$ cat src/rtl/sha1md_pkg.sv
// Shared types and constants for the SHA-1 message digest core.
package sha1md_pkg;

   typedef logic [31:0] word_type;

   localparam int unsigned NUM_DIGEST_WORDS = 5;
   localparam logic [2:0] LAST_WORD_NUM = 3'd4;

   localparam word_type IV_WORDS [NUM_DIGEST_WORDS] = '{
      32'h67452301, 32'hEFCDAB89, 32'h98BADCFE, 32'h10325476, 32'hC3D2E1F0
   };

   localparam word_type K_ROUND_0 = 32'h5A827999;
   localparam word_type K_ROUND_1 = 32'h6ED9EBA1;
   localparam word_type K_ROUND_2 = 32'h8F1BBCDC;
   localparam word_type K_ROUND_3 = 32'hCA62C1D6;

   localparam logic [7:0] PAD_MARKER = 8'h80;

endpackage

$ cat src/rtl/sha1_message_digest_core.sv
// SHA-1 digest core: byte intake, padding sequencer and one shared round unit.
// A byte item is taken while the core is idle; every 64th byte starts 80 rounds, one per
// cycle through the single round adder, and then the chaining add. End of message adds
// the padding bytes, one or two compressions and 5 digest words, one per accepted result.
// No byte item is accepted while rounds, padding or digest output run. Synchronous
// active-high reset loads the initial hash values and clears state.
module sha1_message_digest_core
   import sha1md_pkg::*;
(
   input  logic        clock,
   input  logic        reset,
   input  logic        req_valid,
   output logic        req_ready,
   input  logic [7:0]  req_message_byte,
   input  logic        req_byte_present,
   input  logic        req_end_of_message,
   output logic        rsp_valid,
   input  logic        rsp_ready,
   output logic [31:0] rsp_digest_word,
   output logic [2:0]  rsp_word_number,
   output logic        rsp_last_word
);

   localparam logic [2:0] ST_IDLE  = 3'd0;
   localparam logic [2:0] ST_PAD80 = 3'd1;
   localparam logic [2:0] ST_PAD   = 3'd2;
   localparam logic [2:0] ST_ROUND = 3'd3;
   localparam logic [2:0] ST_ADD   = 3'd4;
   localparam logic [2:0] ST_OUT   = 3'd5;

   localparam logic [6:0] LAST_ROUND = 7'd79;

   logic [2:0]   state_ff, state_in;
   logic [5:0]   fill_ff, fill_in;
   logic [63:0]  bits_ff, bits_in;
   logic [511:0] sched_ff, sched_in;
   word_type     rw_ff [5];
   word_type     rw_in [5];
   word_type     chain_ff [5];
   word_type     chain_in [5];
   logic [6:0]   rnd_ff, rnd_in;
   logic [2:0]   oidx_ff, oidx_in;
   logic         pend_ff, pend_in;
   logic         pad_ff, pad_in;
   logic         two_ff, two_in;
   logic         final_ff, final_in;

   logic [7:0]   shift_byte;
   logic         do_shift;
   logic [5:0]   fill_next;
   logic         len_zone;
   logic [7:0]   len_byte;
   word_type     f_val, k_val, sum_val, w_new;

   assign fill_next = fill_ff + 6'd1;
   assign len_zone  = !two_ff && (fill_ff[5:3] == 3'b111);
   assign len_byte  = bits_ff[{~fill_ff[2:0], 3'b000} +: 8];

   // Round function and constant by round range
   always_comb begin
      if (rnd_ff < 7'd20) begin
         f_val = (rw_ff[1] & rw_ff[2]) | (~rw_ff[1] & rw_ff[3]);
         k_val = K_ROUND_0;
      end else if (rnd_ff < 7'd40) begin
         f_val = rw_ff[1] ^ rw_ff[2] ^ rw_ff[3];
         k_val = K_ROUND_1;
      end else if (rnd_ff < 7'd60) begin
         f_val = (rw_ff[1] & rw_ff[2]) | (rw_ff[1] & rw_ff[3]) | (rw_ff[2] & rw_ff[3]);
         k_val = K_ROUND_2;
      end else begin
         f_val = rw_ff[1] ^ rw_ff[2] ^ rw_ff[3];
         k_val = K_ROUND_3;
      end
   end

   // Head of the schedule line is w[t]; taps give w[t+2], w[t+8], w[t+13]
   assign sum_val = {rw_ff[0][26:0], rw_ff[0][31:27]} + f_val + rw_ff[4]
                    + sched_ff[511:480] + k_val;

   always_comb begin
      word_type x;
      x = sched_ff[95:64] ^ sched_ff[255:224] ^ sched_ff[447:416] ^ sched_ff[511:480];
      w_new = {x[30:0], x[31]};
   end

   always_comb begin
      state_in   = state_ff;
      fill_in    = fill_ff;
      bits_in    = bits_ff;
      sched_in   = sched_ff;
      rw_in      = rw_ff;
      chain_in   = chain_ff;
      rnd_in     = rnd_ff;
      oidx_in    = oidx_ff;
      pend_in    = pend_ff;
      pad_in     = pad_ff;
      two_in     = two_ff;
      final_in   = final_ff;
      req_ready  = 1'b0;
      rsp_valid  = 1'b0;
      do_shift   = 1'b0;
      shift_byte = 8'h00;

      case (state_ff)
         ST_IDLE: begin
            req_ready = 1'b1;
            if (req_valid) begin
               if (req_byte_present) begin
                  do_shift   = 1'b1;
                  shift_byte = req_message_byte;
                  bits_in    = bits_ff + 64'd8;
                  pend_in    = req_end_of_message;
                  if (fill_next != 6'd0 && req_end_of_message) begin
                     state_in = ST_PAD80;
                  end
               end else if (req_end_of_message) begin
                  state_in = ST_PAD80;
               end
            end
         end
         ST_PAD80: begin
            do_shift   = 1'b1;
            shift_byte = PAD_MARKER;
            pad_in     = 1'b1;
            pend_in    = 1'b0;
            two_in     = (fill_ff[5:3] == 3'b111);
            state_in   = ST_PAD;
         end
         ST_PAD: begin
            do_shift   = 1'b1;
            shift_byte = len_zone ? len_byte : 8'h00;
            if (len_zone && fill_next == 6'd0) begin
               final_in = 1'b1;
            end
         end
         ST_ROUND: begin
            rw_in[4] = rw_ff[3];
            rw_in[3] = rw_ff[2];
            rw_in[2] = {rw_ff[1][1:0], rw_ff[1][31:2]};
            rw_in[1] = rw_ff[0];
            rw_in[0] = sum_val;
            sched_in = {sched_ff[479:0], w_new};
            rnd_in   = rnd_ff + 7'd1;
            if (rnd_ff == LAST_ROUND) begin
               state_in = ST_ADD;
            end
         end
         ST_ADD: begin
            for (int i = 0; i < NUM_DIGEST_WORDS; i++) begin
               chain_in[i] = chain_ff[i] + rw_ff[i];
            end
            if (final_ff) begin
               state_in = ST_OUT;
               oidx_in  = 3'd0;
            end else if (pend_ff) begin
               state_in = ST_PAD80;
            end else if (pad_ff) begin
               two_in   = 1'b0;
               state_in = ST_PAD;
            end else begin
               state_in = ST_IDLE;
            end
         end
         ST_OUT: begin
            rsp_valid = 1'b1;
            if (rsp_ready) begin
               oidx_in = oidx_ff + 3'd1;
               if (oidx_ff == LAST_WORD_NUM) begin
                  chain_in = IV_WORDS;
                  bits_in  = 64'd0;
                  oidx_in  = 3'd0;
                  final_in = 1'b0;
                  pad_in   = 1'b0;
                  two_in   = 1'b0;
                  state_in = ST_IDLE;
               end
            end
         end
         default: begin
            state_in = ST_IDLE;
         end
      endcase

      // Full buffer: launch the rounds from the chaining state
      if (do_shift) begin
         sched_in = {sched_ff[503:0], shift_byte};
         fill_in  = fill_next;
         if (fill_next == 6'd0) begin
            rw_in    = chain_ff;
            rnd_in   = 7'd0;
            state_in = ST_ROUND;
         end
      end
   end

   always_ff @(posedge clock) begin
      if (reset) begin
         state_ff <= ST_IDLE;
         fill_ff  <= 6'd0;
         bits_ff  <= 64'd0;
         chain_ff <= IV_WORDS;
         rw_ff    <= '{default: 32'd0};
         rnd_ff   <= 7'd0;
         oidx_ff  <= 3'd0;
         pend_ff  <= 1'b0;
         pad_ff   <= 1'b0;
         two_ff   <= 1'b0;
         final_ff <= 1'b0;
      end else begin
         state_ff <= state_in;
         fill_ff  <= fill_in;
         bits_ff  <= bits_in;
         chain_ff <= chain_in;
         rw_ff    <= rw_in;
         rnd_ff   <= rnd_in;
         oidx_ff  <= oidx_in;
         pend_ff  <= pend_in;
         pad_ff   <= pad_in;
         two_ff   <= two_in;
         final_ff <= final_in;
      end
      sched_ff <= sched_in;
   end

   assign rsp_digest_word = chain_ff[oidx_ff];
   assign rsp_word_number = oidx_ff;
   assign rsp_last_word   = (oidx_ff == LAST_WORD_NUM);

endmodule

$ cat config.mk
export PLATFORM = sky130hd
export DESIGN_NAME = sha1_message_digest_core
export DESIGN_NICKNAME = d
export VERILOG_FILES = /design/src/rtl/sha1md_pkg.sv /design/src/rtl/sha1_message_digest_core.sv
export SDC_FILE = /design/constraint.sdc
export NUM_CORES = 2
export LEC_CHECK = 0
export ABC_AREA = 1
export BUFFER_PORTS_ARGS = -buffer_cell sky130_fd_sc_hd__buf_4
export CAP_MARGIN = 40
export CORE_UTILIZATION = 37
export CTS_CLUSTER_SIZE = 28
export DETAILED_ROUTE_END_ITERATION = 10
export GPL_TIMING_DRIVEN = 1
export PLACE_DENSITY = 0.54
export SYNTH_ARGS = -nofsm -noshare
export SYNTH_HDL_FRONTEND = slang
export SYNTH_SLANG_ARGS = --single-unit
$ cat constraint.sdc
create_clock -name clock -period 35.1 [get_ports clock]
set_input_delay 0 -clock clock [delete_from_list [all_inputs] [get_ports clock]]
set_output_delay 0 -clock clock [all_outputs]
set_load 0.01 [all_outputs]
==> impl_metrics.yaml <==
place:
  dp.cells: 9875
  port_buffers: 51
  gp_congestion: 1.039
  place_hpwl_microns: 171300
detailed_routing:
  routed_wl_microns: 227400
  via_per_inst: 5.379
  ant_nets: 0
  drt-pass1-iter-count: 9
  avgRoutedWirePerCell_microns: 22.52
  drc_errors: 0
  vias: 54320
  drtIter0Drc: 5420
yosys:
  async_flop_share_pct: 0
  syn_avg_cell_area_sq_um: 7.226
  yosys_warnings: 0
  synth_largest_area_cell: "edfxtp_1"
  synth_top_cell_area_share_pct: 26.53
  synthFlopType: "edfxtp_1"
  synth_edf_count: 512
  syn_area_sq_um: 57950
  syn-num-nets: 8357
  ys_types: 51
  seq_area_frac_synth_pct: 40.49
  synthCells: 8020
  synth_area_leaders: "edfxtp_1 (27%), nand2_1 (20%), dfxtp_1 (14%)"
  yosysMostFrequentCell: "nand2_1"
  ys_seq_elements: 916
  synthTopCellsByCount: "nand2_1 (3026), inv_1 (863), o21ai_0 (583)"
timing:
  fin_skew_ps: 51.97
  fmax_mhz: 169.5
  slew_headroom_pct: 27.63
  fin_setup_tns_ps: 0
  drv_slew: 0
  hold_viol_final: 0
  period_needed_ps: 5900
  holdWs_ps: 122.5
  worst-slew-pin-transition_ps: 1085
  timing.final.crit_share_pct: 16.81
  grt_setup_unrepaired: "false"
  setup_viol_count_final: 0
critical_path:
  required_ps: 35750
  crit_path_start: "rnd_ff[4]"
  crit_path_start_kind: "flop"
  crit_fanout: 19
  cp-end-kind: "flop"
  worstSetupPathType: "reg2reg"
  rr_startpoint: "rnd_ff[4]"
  crit_arrival_ps: 6550
  r2r_slack_ps: 29200
die:
  dieArea_sq_um: 158200
  initial_core_util_pct: 37.45
  core.rowCount: 144
  die_h_microns: 397.8
  core_area_sq_um: 154800
  dieWidth_microns: 397.8
  ioPinCount: 52
grt:
  antenna_found_initial: 7
  grt_pass1_wl_microns: 333100
  grt_max_degree: 218
  track_usage_pct: 28.18
  gr-total-overflow: 0
  grt_pass1_vias: 50950
clock_network:
  clock_sink_count: 916
  clk_latency_ps: 780
  cts_resized: 0
  cts_tree: "built"
  h-tree-depth: 3
  clk_path_buf_depth: 3
  path_clk_slew_ps: 60
  root_buffer: "clkbuf_16"
  numCtsBuffers: 109
final_layout:
  drive_gt1_share_pct: 4.137
  stdcell_count: 10100
  layout.nets: 8298
  fin_util_pct: 41.47
  area_growth_pct: 10.75
min_path:
  worstHoldStart: "rsp_ready"
  hold_class: "in2reg"
power_and_ir_drop:
  ir_drop_v: 0.00005593
  power.leakage_nw: 28.55
  total_power_mw: 2.997
  p_per_area_nw_per_um2: 46.69
run_status:
  outcome: "complete, no violations"
run:
  maxCapViolCount: 0
-- cells by family after synthesis --
kind of cell,Yosys count,share of synthesized area (%)
fa+ha+maj,323,8.593
flops,916,40.49
buf+inv,1187,7.878
xor+xnor,152,2.297
compound gates,1356,12.41
simple gates,4086,28.34
-- per-stage QoR --
step	area (sq um)	setup slack [ps]
after floorplan	57950	21720
after global placement	60150	29350
after detailed placement	60450	29330
after CTS	64180	29280
after global routing	64180	28770
final	64190	29200
-- metal layers --
layer	part of all wire, %	vias to the layer above	global-route usage, %
li1	-	26010	-
met1	43	25810	38.21
met2	43	2027	42.86
met3	7.4	480	4.733
met4	6.1	2	14.88
met5	0.0053	-	0
-- path summary, 6_finish.rpt --
kind | depth (start not counted) | to
worst max register to register | 22 | rw_ff[145]
worst max-delay path | 22 | rw_ff[145]
worst min-delay path | 4 | rsp_word_number[1]
worst min register to register | 2 | chain_ff[64]
-- area by class of cell --
cell class | count | area (sq um)
Inverter | 878 | 3308
Fill cell | 16160 | 90580
Clock buffer | 153 | 3025
Timing Repair Buffer | 139 | 1340
Multi-Input combinational cell | 5917 | 29970
Tap cell | 2044 | 2557
Sequential cell | 916 | 23460
Clock inverter | 47 | 510.5
Antenna cell | 4 | 10.01
-- registers in the layout (all words and copies together) (netlist names) --
name,cells
state_ff,3
two_ff,1
final_ff,1
chain_ff,160
sched_ff,512
pad_ff,1
pend_ff,1
rsp_word_number,3
bits_ff,61
rnd_ff,7
fill_ff,6
rw_ff,160
-- critical path, stage by stage (launching register included) --
cell and delay [ps]:
dfxtp_1 450, nand2_1 80, nand2_1 90, nand2_1 270, nand2_1 640, clkinv_1 810
a221oi_1 560, fa_1 510, fa_1 480, inv_1 70, ha_1 160, inv_1 50
fa_1 410, inv_1 140, nand2_1 70, nand3_1 230, nand2_1 90, nand2_1 150
nand3_1 110, nand3_1 90, nand2_1 50, o21ai_0 190, nand2_1 60
-- power breakdown --
group / switching (mW) / total, mW / internal [mW]
Combinational: 0.326 / 0.478 / 0.152
Clock: 0.497 / 1.14 / 0.647
Sequential: 0.0786 / 1.38 / 1.30
-- cells in the final DEF, fill, tap and decap left out, drive strengths merged, types with 2 or more instances in the layout --
cell type / Yosys / final
a31oi: 64 / 64
xnor2: 91 / 91
nor4: 9 / 9
nor2: 437 / 437
clkbuf: 208 / 153
clkinv: 3 / 35
dlygate4sd3: 0 / 19
o21ai: 632 / 632
edfxtp: 512 / 512
fa: 125 / 125
o31ai: 2 / 2
buf: 101 / 120
o221ai: 5 / 5
dfxtp: 404 / 404
diode: 0 / 4
clkinvlp: 0 / 6
xor2: 61 / 61
ha: 198 / 198
o2111ai: 10 / 10
bufinv: 0 / 6
a21o: 10 / 10
a21oi: 541 / 541
o21bai: 26 / 26
o211ai: 29 / 29
a221oi: 6 / 6
a211oi: 9 / 9
nand4: 102 / 102
inv: 875 / 878
or2: 22 / 22
nor3: 68 / 68
a21boi: 2 / 2
and2: 8 / 8
o21a: 5 / 5
o22ai: 12 / 12
nand3: 386 / 386
nand3b: 16 / 16
nor3b: 7 / 7
nand2: 3030 / 3030
-- what timing repair did --
item / 4_1_cts / 5_1_grt
setup endpoints to repair: 0 / 0
hold buffers: 19 / 0
hold endpoints to repair: 45 / 0
setup buffers: 0 / 0
No activity file was read; power rests on OpenSTA's default activity.
